`config.mk`:
```
export PLATFORM = sky130hd
export DESIGN_NAME = bakery_ticket_lock_arbiter_unit
export DESIGN_NICKNAME = d
export VERILOG_FILES = /design/src/sv/bta_pkg.sv /design/src/sv/bta_ram.sv /design/src/sv/bakery_ticket_lock_arbiter_unit.sv
export SDC_FILE = /design/constraint.sdc
export NUM_CORES = 1
export LEC_CHECK = 0
export BUFFER_PORTS_ARGS = -buffer_cell sky130_fd_sc_hd__buf_2
export CAP_MARGIN = 40
export CELL_PAD_IN_SITES_DETAIL_PLACEMENT = 1
export CELL_PAD_IN_SITES_GLOBAL_PLACEMENT = 1
export CORE_UTILIZATION = 52
export DETAILED_ROUTE_END_ITERATION = 10
export PLACE_DENSITY = 0.77
export SKIP_LAST_GASP = 1
export SLEW_MARGIN = 20
export SYNTH_ARGS = -nofsm -noshare
export SYNTH_HDL_FRONTEND = slang
export SYNTH_SLANG_ARGS = --single-unit
```
`constraint.sdc`:
```
create_clock -name i_clk -period 3.7 [get_ports i_clk]
set_clock_uncertainty 0.15 [all_clocks]
set_input_delay 0.74 -clock i_clk [delete_from_list [all_inputs] [get_ports i_clk]]
set_output_delay 0.74 -clock i_clk [all_outputs]
set_load 0.01 [all_outputs]
```
`src/sv/bta_pkg.sv`:
```
// Package: shared types and constants of the bakery ticket lock arbiter.
`default_nettype none

package bta_pkg;

    localparam int CLIENTS_DEF     = 32;
    localparam int TICKET_BITS_DEF = 16;
    localparam int CFG_W           = 6;
    localparam int CLIENT_W        = 5;
    localparam int TICKET_OUT_W    = 16;
    localparam logic [CFG_W-1:0] CFG_RESET = 6'd32;

    typedef enum logic [1:0] {
        REQ_TAKE    = 2'd0,
        REQ_TRY     = 2'd1,
        REQ_RELEASE = 2'd2,
        REQ_NOP     = 2'd3
    } t_req;

    typedef enum logic [1:0] {
        ST_OK       = 2'd0,
        ST_OVERFLOW = 2'd1,
        ST_NONE     = 2'd2,
        ST_RANGE    = 2'd3
    } t_status;

    typedef enum logic [2:0] {
        S_IDLE,
        S_OWN,
        S_SCAN,
        S_FINISH,
        S_DONE
    } t_state;

endpackage

`default_nettype wire

```
`src/sv/bta_ram.sv`:
```
// Generic single-write, single-read RAM with registered read data.
`default_nettype none

module bta_ram #(
    parameter int WIDTH = 16,
    parameter int DEPTH = 32
) (
    input  wire logic                     i_clk,
    input  wire logic                     i_we,
    input  wire logic [$clog2(DEPTH)-1:0] i_waddr,
    input  wire logic [WIDTH-1:0]         i_wdata,
    input  wire logic [$clog2(DEPTH)-1:0] i_raddr,
    output      logic [WIDTH-1:0]         o_rdata
);

    logic [WIDTH-1:0] r_mem [DEPTH];
    logic [WIDTH-1:0] r_rdata;

    always_ff @(posedge i_clk) begin
        if (i_we) begin
            r_mem[i_waddr] <= i_wdata;
        end
        r_rdata <= r_mem[i_raddr];
    end

    assign o_rdata = r_rdata;

endmodule

`default_nettype wire

```
`src/sv/bakery_ticket_lock_arbiter_unit.sv`:
```
// Top level: bakery ticket lock arbiter with a one-entry-per-cycle ticket scanner.
//
//  channel | dir | handshake                  | payload
//  --------+-----+----------------------------+-------------------------------------
//  cfg     | in  | i_cfg_valid / o_cfg_ready  | i_cfg_clients_in_use (6b)
//  in      | in  | i_in_valid  / o_in_ready   | i_req_type (2b), i_client (5b)
//  out     | out | o_out_valid / i_out_ready  | o_granted, o_ticket (16b), o_status (2b)
//
// Sequence: a take scans every ticket RAM entry, a try scans the active entries (none
//   if the requester holds no ticket), release / out-of-range / type three skip the
//   scan. The scan reads one entry per cycle through the RAM's single read port.
// Reset: synchronous, active low; clears the sequencer, the output slot and the
//   per-entry valid bits, so every ticket reads as zero at once (no clearing pass).
// Stalls: a finished result waits in the output register; a new request is
//   taken while it waits, and the next result holds in S_DONE until the slot frees.
`default_nettype none

module bakery_ticket_lock_arbiter_unit import bta_pkg::*; #(
    parameter int CLIENTS     = CLIENTS_DEF,
    parameter int TICKET_BITS = TICKET_BITS_DEF
) (
    input  wire logic                    i_clk,
    input  wire logic                    i_rst_n,
    // configuration
    input  wire logic                    i_cfg_valid,
    output      logic                    o_cfg_ready,
    input  wire logic [CFG_W-1:0]        i_cfg_clients_in_use,
    // request channel
    input  wire logic                    i_in_valid,
    output      logic                    o_in_ready,
    input  wire logic [1:0]              i_req_type,
    input  wire logic [CLIENT_W-1:0]     i_client,
    // result channel
    output      logic                    o_out_valid,
    input  wire logic                    i_out_ready,
    output      logic                    o_granted,
    output      logic [TICKET_OUT_W-1:0] o_ticket,
    output      logic [1:0]              o_status
);

    localparam int IDX_W  = $clog2(CLIENTS);
    localparam int NCNT_W = $clog2(CLIENTS + 1);
    localparam int CNT_W  = (NCNT_W > CFG_W) ? NCNT_W : CFG_W;
    localparam logic [IDX_W-1:0]       LAST_ALL = IDX_W'(CLIENTS - 1);
    localparam logic [TICKET_BITS-1:0] TKT_MAX  = '1;

    // ---------------------------------------------------------------
    // State
    // ---------------------------------------------------------------
    t_state r_state, n_state;

    logic [CFG_W-1:0]       r_cfg;
    t_req                   r_req;
    logic [CNT_W-1:0]       r_cli;
    logic [TICKET_BITS-1:0] r_mine;    // requester's own ticket
    logic [TICKET_BITS-1:0] r_acc;     // running maximum (take)
    logic                   r_deny;    // a smaller pair was seen (try)
    logic [IDX_W-1:0]       r_ptr;     // entry whose data is on the read port
    logic [IDX_W-1:0]       r_last;
    logic [CLIENTS-1:0]     r_valid;   // entry holds a written ticket
    logic                   r_rd_vld;  // valid bit aligned with RAM read data

    // pending result
    logic                   r_res_granted;
    logic [TICKET_BITS-1:0] r_res_ticket;
    t_status                r_res_status;

    // output slot
    logic                    r_o_valid;
    logic                    r_o_granted;
    logic [TICKET_OUT_W-1:0] r_o_ticket;
    t_status                 r_o_status;

    // ---------------------------------------------------------------
    // Derived values
    // ---------------------------------------------------------------
    logic [CNT_W-1:0]       cfg_ext;
    logic [CNT_W-1:0]       n_act;     // active count, saturated at CLIENTS
    logic [CNT_W-1:0]       n_act_m1;
    logic [IDX_W-1:0]       cli_idx;
    logic                   out_free;
    logic                   in_acc;
    logic                   out_of_range;
    logic [TICKET_BITS-1:0] rd_tkt;
    logic [TICKET_BITS-1:0] next_tkt;
    logic                   smaller;
    logic [TICKET_BITS+TICKET_OUT_W-1:0] res_ext;

    // RAM control
    logic                   ram_we;
    logic [IDX_W-1:0]       ram_raddr;
    logic [TICKET_BITS-1:0] ram_rdata;

    assign cfg_ext      = CNT_W'(r_cfg);
    assign n_act        = (cfg_ext > CNT_W'(CLIENTS)) ? CNT_W'(CLIENTS) : cfg_ext;
    assign n_act_m1     = n_act - CNT_W'(1);
    assign cli_idx      = r_cli[IDX_W-1:0];
    assign out_free     = !r_o_valid || i_out_ready;
    assign in_acc       = i_in_valid && o_in_ready;
    assign out_of_range = (r_cli >= n_act);
    assign rd_tkt       = r_rd_vld ? ram_rdata : '0;
    assign next_tkt     = r_acc + TICKET_BITS'(1);
    // another client's pair (t, j) orders ahead of ours
    assign smaller      = (rd_tkt != '0) && (r_ptr != cli_idx) &&
                          ((rd_tkt < r_mine) || ((rd_tkt == r_mine) && (r_ptr < cli_idx)));
    assign res_ext      = {{TICKET_OUT_W{1'b0}}, r_res_ticket};

    // ---------------------------------------------------------------
    // Next state
    // ---------------------------------------------------------------
    always_comb begin
        n_state = r_state;
        case (r_state)
            S_IDLE: begin
                if (in_acc) begin
                    n_state = S_OWN;
                end
            end
            S_OWN: begin
                if (out_of_range) begin
                    n_state = S_DONE;
                end else begin
                    case (r_req)
                        REQ_TAKE: n_state = S_SCAN;
                        REQ_TRY:  n_state = (rd_tkt == '0) ? S_DONE : S_SCAN;
                        default:  n_state = S_DONE;
                    endcase
                end
            end
            S_SCAN: begin
                if (r_ptr == r_last) begin
                    n_state = S_FINISH;
                end
            end
            S_FINISH: n_state = S_DONE;
            S_DONE: begin
                if (out_free) begin
                    n_state = S_IDLE;
                end
            end
            default: n_state = S_IDLE;
        endcase
    end

    // ---------------------------------------------------------------
    // Control outputs
    // ---------------------------------------------------------------
    always_comb begin
        ram_we    = 1'b0;
        ram_raddr = '0;
        case (r_state)
            S_IDLE: begin
                // read the requester's entry while the request is taken
                ram_raddr = IDX_W'(i_client);
            end
            S_OWN:  ram_raddr = '0;
            S_SCAN: ram_raddr = r_ptr + IDX_W'(1);
            S_FINISH: begin
                ram_we = (r_req == REQ_TAKE) && (r_acc != TKT_MAX);
            end
            default: ram_raddr = '0;
        endcase
    end

    assign o_in_ready  = (r_state == S_IDLE);
    assign o_cfg_ready = 1'b1;

    // ---------------------------------------------------------------
    // Ticket store
    // ---------------------------------------------------------------
    bta_ram #(
        .WIDTH (TICKET_BITS),
        .DEPTH (CLIENTS)
    ) u_store (
        .i_clk   (i_clk),
        .i_we    (ram_we),
        .i_waddr (cli_idx),
        .i_wdata (next_tkt),
        .i_raddr (ram_raddr),
        .o_rdata (ram_rdata)
    );

    // ---------------------------------------------------------------
    // Control registers
    // ---------------------------------------------------------------
    always_ff @(posedge i_clk) begin
        if (!i_rst_n) begin
            r_state   <= S_IDLE;
            r_cfg     <= CFG_RESET;
            r_valid   <= '0;
            r_o_valid <= 1'b0;
        end else begin
            r_state <= n_state;
            if (i_cfg_valid && o_cfg_ready) begin
                r_cfg <= i_cfg_clients_in_use;
            end
            if (ram_we) begin
                r_valid[cli_idx] <= 1'b1;
            end else if ((r_state == S_OWN) && !out_of_range &&
                         (r_req == REQ_RELEASE)) begin
                r_valid[cli_idx] <= 1'b0;
            end
            if ((r_state == S_DONE) && out_free) begin
                r_o_valid <= 1'b1;
            end else if (i_out_ready) begin
                r_o_valid <= 1'b0;
            end
        end
    end

    // ---------------------------------------------------------------
    // Datapath registers
    // ---------------------------------------------------------------
    always_ff @(posedge i_clk) begin
        r_rd_vld <= r_valid[ram_raddr];
        case (r_state)
            S_IDLE: begin
                if (in_acc) begin
                    r_req <= t_req'(i_req_type);
                    r_cli <= CNT_W'(i_client);
                end
            end
            S_OWN: begin
                r_mine        <= rd_tkt;
                r_ptr         <= '0;
                r_acc         <= '0;
                r_deny        <= 1'b0;
                r_res_granted <= 1'b0;
                r_last        <= (r_req == REQ_TAKE) ? LAST_ALL : n_act_m1[IDX_W-1:0];
                // only type three reports its ticket here; take and try fill it in later
                r_res_ticket  <= (!out_of_range && (r_req == REQ_NOP)) ? rd_tkt : '0;
                if (out_of_range) begin
                    r_res_status <= ST_RANGE;
                end else if (((r_req == REQ_TRY) || (r_req == REQ_RELEASE)) &&
                             (rd_tkt == '0)) begin
                    r_res_status <= ST_NONE;
                end else begin
                    r_res_status <= ST_OK;
                end
            end
            S_SCAN: begin
                r_ptr <= r_ptr + IDX_W'(1);
                if (rd_tkt > r_acc) begin
                    r_acc <= rd_tkt;
                end
                if (smaller) begin
                    r_deny <= 1'b1;
                end
            end
            S_FINISH: begin
                if (r_req == REQ_TAKE) begin
                    if (r_acc == TKT_MAX) begin
                        r_res_status <= ST_OVERFLOW;
                        r_res_ticket <= r_mine;
                    end else begin
                        r_res_ticket <= next_tkt;
                    end
                end else begin
                    r_res_granted <= !r_deny;
                    r_res_ticket  <= r_mine;
                end
            end
            S_DONE: begin
                if (out_free) begin
                    r_o_granted <= r_res_granted;
                    r_o_ticket  <= res_ext[TICKET_OUT_W-1:0];
                    r_o_status  <= r_res_status;
                end
            end
            default: r_ptr <= '0;
        endcase
    end

    assign o_out_valid = r_o_valid;
    assign o_granted   = r_o_granted;
    assign o_ticket    = r_o_ticket;
    assign o_status    = r_o_status;

    // ---------------------------------------------------------------
    // Assertions
    // ---------------------------------------------------------------
    a_write_only_on_take: assert property (@(posedge i_clk) disable iff (!i_rst_n)
        ram_we |-> (r_state == S_FINISH) && (r_req == REQ_TAKE))
        else $error("ticket store written outside a take");

    a_scan_bound: assert property (@(posedge i_clk) disable iff (!i_rst_n)
        (r_state == S_SCAN) |-> (r_ptr <= r_last))
        else $error("scan pointer ran past the last entry");

    a_grant_ok: assert property (@(posedge i_clk) disable iff (!i_rst_n)
        (o_out_valid && o_granted) |-> (o_status == ST_OK))
        else $error("grant with a non-ok status");

    a_range_empty: assert property (@(posedge i_clk) disable iff (!i_rst_n)
        (o_out_valid && (o_status == ST_RANGE)) |-> (o_ticket == '0) && !o_granted)
        else $error("out-of-range result carries data");

    a_take_sets_valid: assert property (@(posedge i_clk) disable iff (!i_rst_n)
        ram_we |=> (r_valid[cli_idx] == 1'b1))
        else $error("valid bit not set after ticket write");

endmodule

`default_nettype wire

```
==> Word-level counts from Yosys, hierarchy flattened <==
Memory sizes are Yosys's and may differ from the RTL's. A register that Yosys moved wholly into a read port is not among the register bits.
Index checks and enable logic that the tools add are counted.
{ "word_totals": {"memories": 1, "ram_bits": 512, "reg_bits": 131, "in_bits": 18} }
{ "op_classes": {"reduce_logical": 33, "addsub": 3, "n_bitwise": 3, "n_lt_le_gt_ge": 8, "n_eq_ne": 20, "mux": 37} }
{ "memory_table": {"columns": ["name", "words", "width", "read_ports", "rd_ports_with_merged_regs", "wr", "line_no", "source"], "rows": [
  ["u_store.r_mem", 32, 16, 1, 1, 1, "bta_ram.sv:16", "logic [WIDTH-1:0] r_mem [DEPTH];"]
]} }
{ "op_table": {"columns": ["operator", "n"], "rows": [
  ["$mux 16", 5],
  ["$mux 32", 2],
  ["$pmux 16 s2", 2],
  ["$and 32x32->32", 1],
  ["$not 32->32", 1],
  ["$or 32x32->32", 1],
  ["$pmux 5 s2", 2],
  ["$add 16x1->16 const B", 1],
  ["$eq 16x16->1", 1],
  ["$eq 16x16->1 const B", 1],
  ["$gt 16x16->1", 1],
  ["$logic_not 16->1", 1],
  ["$lt 16x16->1", 1],
  ["$ne 16x16->1 const B", 1],
  ["$reduce_bool 16->1", 1],
  ["$mux 3", 5],
  ["$pmux 3 s5", 1],
  ["$ne 2x2->1 const B", 7],
  ["$lt 5x6->1 const B", 2],
  ["$logic_and 1x1->1", 11],
  ["$reduce_and 2->1", 5],
  ["$mux 1", 9],
  ["$mux 2", 4],
  ["$reduce_bool 2->1", 4],
  ["other kinds (26)", 34]
]} }

==> Depth between registers and ports, before layout <==
Gate-level depths: netlist (run 1).
{ "logic_depth": {"ltp_word": 8, "ltp_mapped": 11, "depth_no_buf": 9} }

==> Modules after synthesis <==
From an unflattened synthesis (run 1), not the netlist that was laid out.
{ "hier_totals": {"cells_unflattened": 1801, "hier_area_um2": 27572.7} }
{ "modules_own_cells": {"columns": ["module", "cells_per_inst", "seq_area_each_um2", "area_each_um2", "instances"], "rows": [
  ["bta_ram", 1143, 15695.1, 20534.7, 1],
  ["bakery_ticket_lock_arbiter_unit", 658, 3503.4, 7038.0, 1]
]} }

==> Least setup slack after synthesis (run 1) <==
Ideal clock, no wire load.
{ "synth_timing": {"path_type": "reg-to-reg", "from": "register r_acc[0]", "to": "memory u_store.r_mem[30][0], enable pin", "setup_ps": 390, "stages_incl_launch_ff": 9, "synth_period_minus_slack_ps": 2979, "required_time_ps": 3160, "t_arrival_ps": 2439, "path_buffers": 2, "setup_slack_ps": 721, "path_cell_list": "edfxtp_1 ha_1 and3_1 buf_2 nand4_2 o21ai_2 or3_1 buf_2 nor2_1"} }
{ "synth_between": {"elab_chain_len": 5} }
{ "synth_lines": {"columns": ["item", "line_no", "source"], "rows": [
  ["from (decl)", "bakery_ticket_lock_arbiter_unit.sv:56", "logic [TICKET_BITS-1:0] r_acc;"],
  ["from (signal assigned)", "bakery_ticket_lock_arbiter_unit.sv:244", "r_acc <= rd_tkt;"],
  ["$ne 16x16->1", "bakery_ticket_lock_arbiter_unit.sv:159", "ram_we = (r_req == REQ_TAKE) && (r_acc != TKT_MAX);"],
  ["$logic_and 1x1->1", "bakery_ticket_lock_arbiter_unit.sv:159", null],
  ["$mux 1", "bakery_ticket_lock_arbiter_unit.sv:151", "case (r_state)"],
  ["$mux 1", "bta_ram.sv:20", "if (i_we) begin"],
  ["$mux 1 (implied by the code)", "bta_ram.sv:21", "r_mem[i_waddr] <= i_wdata;"],
  ["to (decl)", "bta_ram.sv:16", null]
]} }
No other way between the ends.

==> Worst setup path in the final report (run 1) <==
{ "layout_timing": {"from": "register r_ptr[0]", "to": "register u_store.r_rdata[2] (netlist: u_store.o_rdata[2]) (read register of u_store.r_mem)"} }
{ "layout_between": {"elab_chain_len": 2} }
{ "layout_lines": {"columns": ["item", "line_no", "source"], "rows": [
  ["from (decl)", "bakery_ticket_lock_arbiter_unit.sv:58", "logic [IDX_W-1:0] r_ptr;"],
  ["from (signal assigned)", "bakery_ticket_lock_arbiter_unit.sv:242", "r_ptr <= r_ptr + IDX_W'(1);"],
  ["$add 5x1->5", "bakery_ticket_lock_arbiter_unit.sv:157", "S_SCAN: ram_raddr = r_ptr + IDX_W'(1);"],
  ["$pmux 5 s2", "bakery_ticket_lock_arbiter_unit.sv:151", null],
  ["to (decl)", "bta_ram.sv:17", "logic [WIDTH-1:0] r_rdata;"]
]} }
No other way between the ends.
A chain may end at the register's enable or synchronous reset.

==> run summary, run 1 <==
In the synthesized netlist the dominant register cell turns out to be sky130_fd_sc_hd__edfxtp_1. The growth of design area from synthesis to finish works out to 13.6%. The tool flagged a number of max-cap violations equal to 0. After the last flow step, the layout net total stands at 2252.

In this run the tightest slew margin relative to its limit is 41.2%. Leaving out filler cells and counting taps, the final layout contains 2921. The completed layout was analyzed and its total power is 17.2 mW. The run gives 1917 as the number of violations reported at the end of detailed-routing iteration 0. The tightest hold path in the finished design has a slack of 0.155 ns. For the amount of wire on met2 after detailed routing, the log shows 40500 um. Synthesis produced a netlist with a net count of 2162.

For this run, the top clock speed supported by timing is 286 MHz. From left edge to right edge, the die measures 232 um. By startpoint and endpoint, the worst setup path is classified as reg -> reg. After detailed routing, the met3 layer carries 5970 um of wire. The logs give 32600 um for the wire length on met1 and 11.1 nW for the static leakage.

The pre-antenna-repair detailed-routing pass consisted of 5 iterations. In the routed design, unresolved DRC markers number 0. The register-to-register setup slack is 0.21 ns.

STA classifies the critical path startpoint as a register. Summed over all layers, the global routing overflow is 0. Summing the sequential cell areas from Yosys gives 69.9% of the chip area.

The start point of the critical path is r_ptr[0]. The total core area is 51700 um^2, and the cell area after technology mapping is 27500 um^2. For the worst setup path, the data required time is 4.01 ns. The capturing instance or port of the critical path was u_store.o_rdata[2]. The number of buffers on the longest clock path was 3.

TritonCTS built the clock tree. In this run, distinct cell masters in the synthesized netlist total 65. The final total negative setup slack was 0 ns; the ratio of final minimum period to clock period was 94.5%. For this configuration, the core starts out at a cell density of 53.1%. The run gives 19900 as the via count of the first global-routing pass.

For the number of antenna violations at the first check in global routing, the log shows 1. The detailed router used layers up to and including met4. The class of the tightest hold or removal check was in -> reg. The run gives 0 as the post-CTS setup-driven buffer insertion count. The post-route netlist has 13.3% of its cells at a drive strength greater than 1.

The endpoint identified for the worst register-to-register timing path is u_store.o_rdata[2]. At the later pin of the worst-skew pair, clock insertion delay measures 0.62 ns. Detailed placement finished with a half-perimeter wire length of 52600 um. The tools report the number of clock sinks as 659. In the layout the commonest cells are sky130_fd_sc_hd__edfxtp_1 (600), sky130_fd_sc_hd__nand2_1 (347), sky130_fd_sc_hd__a21oi_1 (288). The run finished with clean final reports. The average wire per cell in the routed design came out at 28.7 um. The routed layout has 18800 vias. The count of buffers added on input and output ports is 38. The overall die height was 232 um. After synthesis, the cell types taking the most area are sky130_fd_sc_hd__edfxtp_1 (66%), sky130_fd_sc_hd__a21oi_1 (5.2%), sky130_fd_sc_hd__nand2_1 (4.7%). The global-route wire length before repair came out at 125000 um.

The library cell used most frequently in the layout, excluding fill and tap cells, is sky130_fd_sc_hd__edfxtp_1. The startpoint identified for the worst register-to-register timing path is r_ptr[0]. Counting flops and latches in the post-synthesis netlist gives 659. The post-synthesis average cell area works out to 13.1 um^2. The number of buffers inserted for hold repair after clock tree synthesis was 0; the depth of the worst register-to-register path was 8.

Using the TritonRoute via totals, the vias-per-cell ratio works out to 6.45. In the synthesized netlist the async set-or-reset flop fraction comes to 0%. For the final count of negative-setup-slack endpoints, the log shows 0. At the pin with the least slew margin, the transition time is 0.876 ns. The number of resized instances in the post-cts repair step is 0. The die covers 53700 um^2. Along the worst path, the maximum fanout reaches 20.

The count of nets left with antenna violations once routing finished came out at 0. The worst setup path is captured at a register. The finished cells cover 31200 um^2. Cell count after placement: 2793. The logs give 0 for the final number of hold-violating endpoints and 31.7% for the overall global routing resource usage. 40 I/O pins were placed. Setup repair after global routing left no endpoint under its margin. The largest total area in the synthesized netlist belongs to sky130_fd_sc_hd__edfxtp_1. The clock period could shrink to 3.49 ns.

During synthesis, Yosys emitted a total of 0 warnings. Power spread over the standard cell area amounts to 551 nW/um^2. The top cell type by area accounts for 65.6% of the synthesized area. Routability-driven placement finished with a final weighted congestion of 0.890. Clock-pin slew was measured on the worst setup and hold paths at 0.06 ns. Number of CTS-inserted buffers: 69. Entering global routing, the biggest net connects 108 pins.

After floorplanning, the core was divided into 83 placement rows. The run gives 3 as the H-tree level count. After technology mapping, the gate count stands at 2095. Data arrives at the worst endpoint at 3.81 ns. The logs give 83800 um for the overall routed net length and 0.367 mV for the maximum vdd ir drop. The post-place instance area was 29100 um^2. The tree is rooted in a sky130_fd_sc_hd__clkbuf_16. The number of synthesized flops with an enable pin is 600.

The final max-slew violation count came out at 0.
[critical path, stage by stage, from the launching register on]
cell,delay [ns]
sky130_fd_sc_hd__edfxtp_1,0.52
sky130_fd_sc_hd__ha_1,0.30
sky130_fd_sc_hd__xnor2_1,0.44
sky130_fd_sc_hd__nor2_4,0.07
sky130_fd_sc_hd__a21oi_4,0.57
sky130_fd_sc_hd__buf_4,0.36
sky130_fd_sc_hd__a221oi_1,0.08
sky130_fd_sc_hd__a211oi_1,0.74
sky130_fd_sc_hd__nor4_2,0.09
[cell usage after synthesis (19+ instances only)]
master and instances:
sky130_fd_sc_hd__edfxtp_1 600, sky130_fd_sc_hd__nand2_1 347, sky130_fd_sc_hd__a21oi_1 288, sky130_fd_sc_hd__inv_1 75
sky130_fd_sc_hd__a211oi_1 71, sky130_fd_sc_hd__a22oi_1 69, sky130_fd_sc_hd__a221oi_1 68, sky130_fd_sc_hd__buf_2 64
sky130_fd_sc_hd__dfxtp_1 59, sky130_fd_sc_hd__ha_1 49, sky130_fd_sc_hd__nor2_1 48, sky130_fd_sc_hd__clkbuf_1 42
sky130_fd_sc_hd__nand3_1 26, sky130_fd_sc_hd__o21ai_0 22, sky130_fd_sc_hd__buf_4 19
[kinds of logic after synthesis]
kind of cell	count (synthesis)	share of synthesized area (%)
XOR/XNOR	25	0.852
AND/OR/NAND/NOR	512	8.35
other	1	0.0137
AO/OA/AOI/OAI	631	14.8
multiplexers	7	0.260
buffers and inverters	211	3.55
flip-flops	659	69.9
adder cells (fa/ha/maj)	49	2.23
[layer usage]
| layer | global-route usage (%) | vias up |
|---|---|---|
| li1 | - | 8128 |
| met1 | 39.3 | 9702 |
| met2 | 51.5 | 794 |
| met3 | 6.59 | 209 |
| met4 | 18.2 | 0 |
| met5 | 0 | - |
[report_power, final]
part / total [mW] / switching [mW] / leakage [nW] / internal (mW)
combinational: 2.13 / 1.47 / 4.18 / 0.667
sequential: 8.44 / 0.152 / 5.91 / 8.29
clock: 6.60 / 2.85 / 1.03 / 3.75
[area by class of cell]
class                   count  area (um^2)
diodes                      1         2.50
repair buffers            154         1290
fillers                  5026        20500
inverters                  76          285
clock inverters            33          246
multi-input cells        1225         7440
well taps                 680          851
flip-flops and latches    659        19200
clock buffers              93         1860
[registers in the layout (all words and copies together) (netlist names), 2 cells and up, named ones only]
name             count
u_store.r_mem      512
o_ticket            16
r_res_ticket        16
r_res_status         2
o_status             2
r_state              3
r_mine              16
r_req                2
r_acc               16
r_cli                5
r_ptr                5
u_store.o_rdata     16
cfg_ext              6
r_last               5
[worst min-delay path by stage]
stage,startpoint,endpoint,slack [ns],cells after the start
global route,i_req_type[1],r_req[1],0.14,1
floorplan,r_res_granted,o_granted,0.25,0
CTS,i_req_type[1],r_req[1],0.13,1
finish,i_req_type[1],r_req[1],0.16,1
global placement,r_res_ticket[2],o_ticket[2],0.25,0
detailed placement,r_res_ticket[7],o_ticket[7],0.26,0
[metrics by stage]
| step | setup WS, ns | util (%) |
|---|---|---|
| after CTS | 0.220 | 60.3 |
| after detailed placement | 0.282 | 56.2 |
| after floorplan | 0.721 | - |
| after global routing | 0.0893 | 60.3 |
| after global placement | 0.361 | 56.1 |
| final | 0.205 | 60.3 |
No activity file was read; power rests on OpenSTA's default activity.
==> inputs of run 2 (changes only) <==
--- a/config.mk
+++ b/config.mk
@@ -9,9 +9,9 @@
 export CAP_MARGIN = 40
 export CELL_PAD_IN_SITES_DETAIL_PLACEMENT = 1
 export CELL_PAD_IN_SITES_GLOBAL_PLACEMENT = 1
-export CORE_UTILIZATION = 52
+export CORE_UTILIZATION = 56
 export DETAILED_ROUTE_END_ITERATION = 10
-export PLACE_DENSITY = 0.77
+export PLACE_DENSITY = 0.82
 export SKIP_LAST_GASP = 1
 export SLEW_MARGIN = 20
 export SYNTH_ARGS = -nofsm -noshare
==> constraint.sdc (replaced) <==
create_clock -name i_clk -period 4.3 [get_ports i_clk]
set_clock_uncertainty 0.15 [all_clocks]
set_input_delay 0.86 -clock i_clk [delete_from_list [all_inputs] [get_ports i_clk]]
set_output_delay 0.86 -clock i_clk [all_outputs]
set_load 0.01 [all_outputs]
==> run 2 against run 1 <==
  * Utilization grew 4.8 points
  * Non-clock buffer count shrank 2
  * Via count rose by 3.6%
  * Clock-buffer cell count up 3
  * Worst hold slack better by 0.11 ns
  * Clock power is 7.7% lower
  * Flip-flop and latch count did not move
  * Sequential share of layout area down 0.18 points
  * Wire length is 5.9% higher
  * First-iteration DRC count up 45%
  * Largest cell class unchanged
==> run summary, run 2 (synthesis results as in run 1) <==
The tools report the starting utilization of the core area as 57.1%. The number of buffers on the longest clock path is 3. The initialized floorplan defines 80 standard-cell rows. The run gives 12.4% as the share of power burned in combinational logic.

In this run the clock root is driven by a sky130_fd_sc_hd__clkbuf_16. The signal on the critical path passes through mux2_2 -> and2_4 -> buf_12 -> a21oi_1 -> a221oi_1 -> a211oi_1 -> nor4_1. The flow ran to the end, and the final reports show no timing, DRC or antenna violations.

The clock network is responsible for 39.9% of the overall power. In this run the count of I/O pins placed on the die edge is 40. After the first detailed-routing iteration, the DRC count stood at 2785.

The maximum fanout along the worst path is 51. The H-tree was split into 3 levels. Detailed placement ended at an HPWL of 54100 um.

The pre-CTS setup slack was 0.438 ns; the endpoint required time on the critical path was 4.67 ns. The startpoint class of the critical path was a register. The vias per cell came out at 6.84. For this design, the sink count on the clock tree is 659. On the final layout, the worst hold slack is 0.267 ns. The average wire per cell in the routed design was 31.1 um; the ratio of final minimum period to clock period was 90.3%. The overall die height came out at 223 um.

At the later pin of the worst-skew pair, clock insertion delay measures 0.64 ns. For this design the ratio of total power to cell area is 488 nW/um^2. The static leakage is 11.2 nW.

Post-CTS repair changed the size of 0 cells. The first global-routing pass estimated 130000 um of wire. Leaving out fill and tap cells, the most frequent cells in the layout are sky130_fd_sc_hd__edfxtp_1 (600), sky130_fd_sc_hd__nand2_1 (347), sky130_fd_sc_hd__a21oi_1 (288).

The register with the most flip-flops in the layout has 512 of them. Data arrives at the worst endpoint at 4.26 ns. The logs give 258 MHz for the peak clock frequency supported by timing and 0 for the number of buffers inserted for hold repair after clock tree synthesis. The final count of negative-setup-slack endpoints was 0.

The post-CTS clock slew at the launch and capture registers of the worst setup and hold paths was 0.06 ns; the largest stage delay on the critical path was 0.88 ns. Fill cells in the final layout number 4549. The logs give 0 for the final number of hold-violating endpoints and 49900 um^2 for the die outline area. For the final global-route overflow total, the log shows 0. For this run, design rule violations remaining after detail routing come to 0.

STA classifies the critical path endpoint as a register. Overall die width: 223 um. The class of the tightest hold or removal check is reg -> reg.

Global routing used 35.6% of the available tracks. On the critical path the largest part of the delay comes from compound AO/OA/AOI/OAI gates. After clock tree synthesis, the setup repair step added 0 buffers.

Internal power of the cells: 11.2 mW. The start-to-end type of the worst setup path is reg -> reg. The via count of the first global-routing pass is 20300.

Compared with the post-synthesis result, the final layout area differs by 13.9%. The tools report the share of power burned in registers as 47.7%. The first detailed-routing pass ran for 6 iterations. The register with the highest flop count is u_store.r_mem. Routability-driven placement finished with a final weighted congestion of 0.912. The smallest clock period supported by the final layout is computed as 3.88 ns.

The worst pin sits at a relative slew slack of 36.8%. VDD sags by at most 0.338 mV. The total buffers and inverters traversed by the critical path is 1, and the final max-slew violation count is 0.

The analysis attributes to net switching a power of 4.02 mW. The most common library cell in the layout ignoring fill and taps is sky130_fd_sc_hd__edfxtp_1. Wires add up to 88800 um.

The number of antenna violations at the first check in global routing was 3. The fraction of layout cells with a size suffix above 1 is 13.8%. Net switching is 26.3% of the power. Buffers placed on the I/O ports in this run total 38. The routed layout has 19500 vias. Once detail routing completed, the nets flagged for antenna violations numbered 0. The layout net count was 2250. For the post-route worst setup slack, the log shows 0.418 ns.

The critical-path cell with the highest stage delay was sky130_fd_sc_hd__dfxtp_1. Setup total negative slack on the finished layout was measured at 0 ns. At the pin with the least slew margin, the transition time is 0.943 ns. Setup repair after global routing left no endpoint under its margin. The tools report the number of CTS-inserted buffers as 69.

The total core area was 48000 um^2. 0 antenna diodes ended up in the layout. Entering global routing, the biggest net connects 101 pins. The tool flagged a number of max-cap violations equal to 0. TritonCTS built the clock tree.
run 2: cell type report:
class | count | area, um^2 | area share (%)
Inverter | 76 | 285 | 0.912
Clock inverter | 30 | 310 | 0.992
Timing Repair Buffer | 152 | 1300 | 4.14
Multi-Input combinational cell | 1225 | 7430 | 23.8
Sequential cell | 659 | 19200 | 61.4
Tap cell | 615 | 769 | 2.46
Clock buffer | 96 | 1980 | 6.33
run 2: worst paths after layout:
kind | cells after the start | to | from | slack, ns
worst max-delay path | 7 | u_store.o_rdata[3] | r_state[1] | 0.42
worst min-delay path | 0 | o_ticket[8] | r_res_ticket[8] | 0.27
worst max register to register | 7 | u_store.o_rdata[3] | r_state[1] | 0.42
worst min register to register | 0 | o_ticket[8] | r_res_ticket[8] | 0.27
run 2: power by group through the flow:
stage	combinational [mW]	sequential, mW	clock, mW
3_3_place_gp	1.66	7.39	0
2_1_floorplan	1.13	7.31	0
3_5_place_dp	1.80	7.40	0
6_report	1.89	7.28	6.09
5_1_grt	1.99	7.27	6.30
4_1_cts	1.84	7.26	6.09
run 2: stage by stage:
stage	power (mW)	utilization (%)	instance area (um^2)	cells
6_report	15.3	65.1	31300	2853
2_1_floorplan	8.44	-	27500	2095
5_1_grt	15.6	65.1	31300	2853
3_3_place_gp	9.06	59.9	28800	2710
3_5_place_dp	9.20	60.2	28900	2722
4_1_cts	15.2	64.9	31200	2848
run 2: metal layers:
metal	track usage, %	routed length, um	part of all wire, %
met5	1.17	69	0.078
met4	19.6	5250	5.9
met3	7.38	7990	9.0
met2	56.4	42200	48
met1	46.0	33300	37
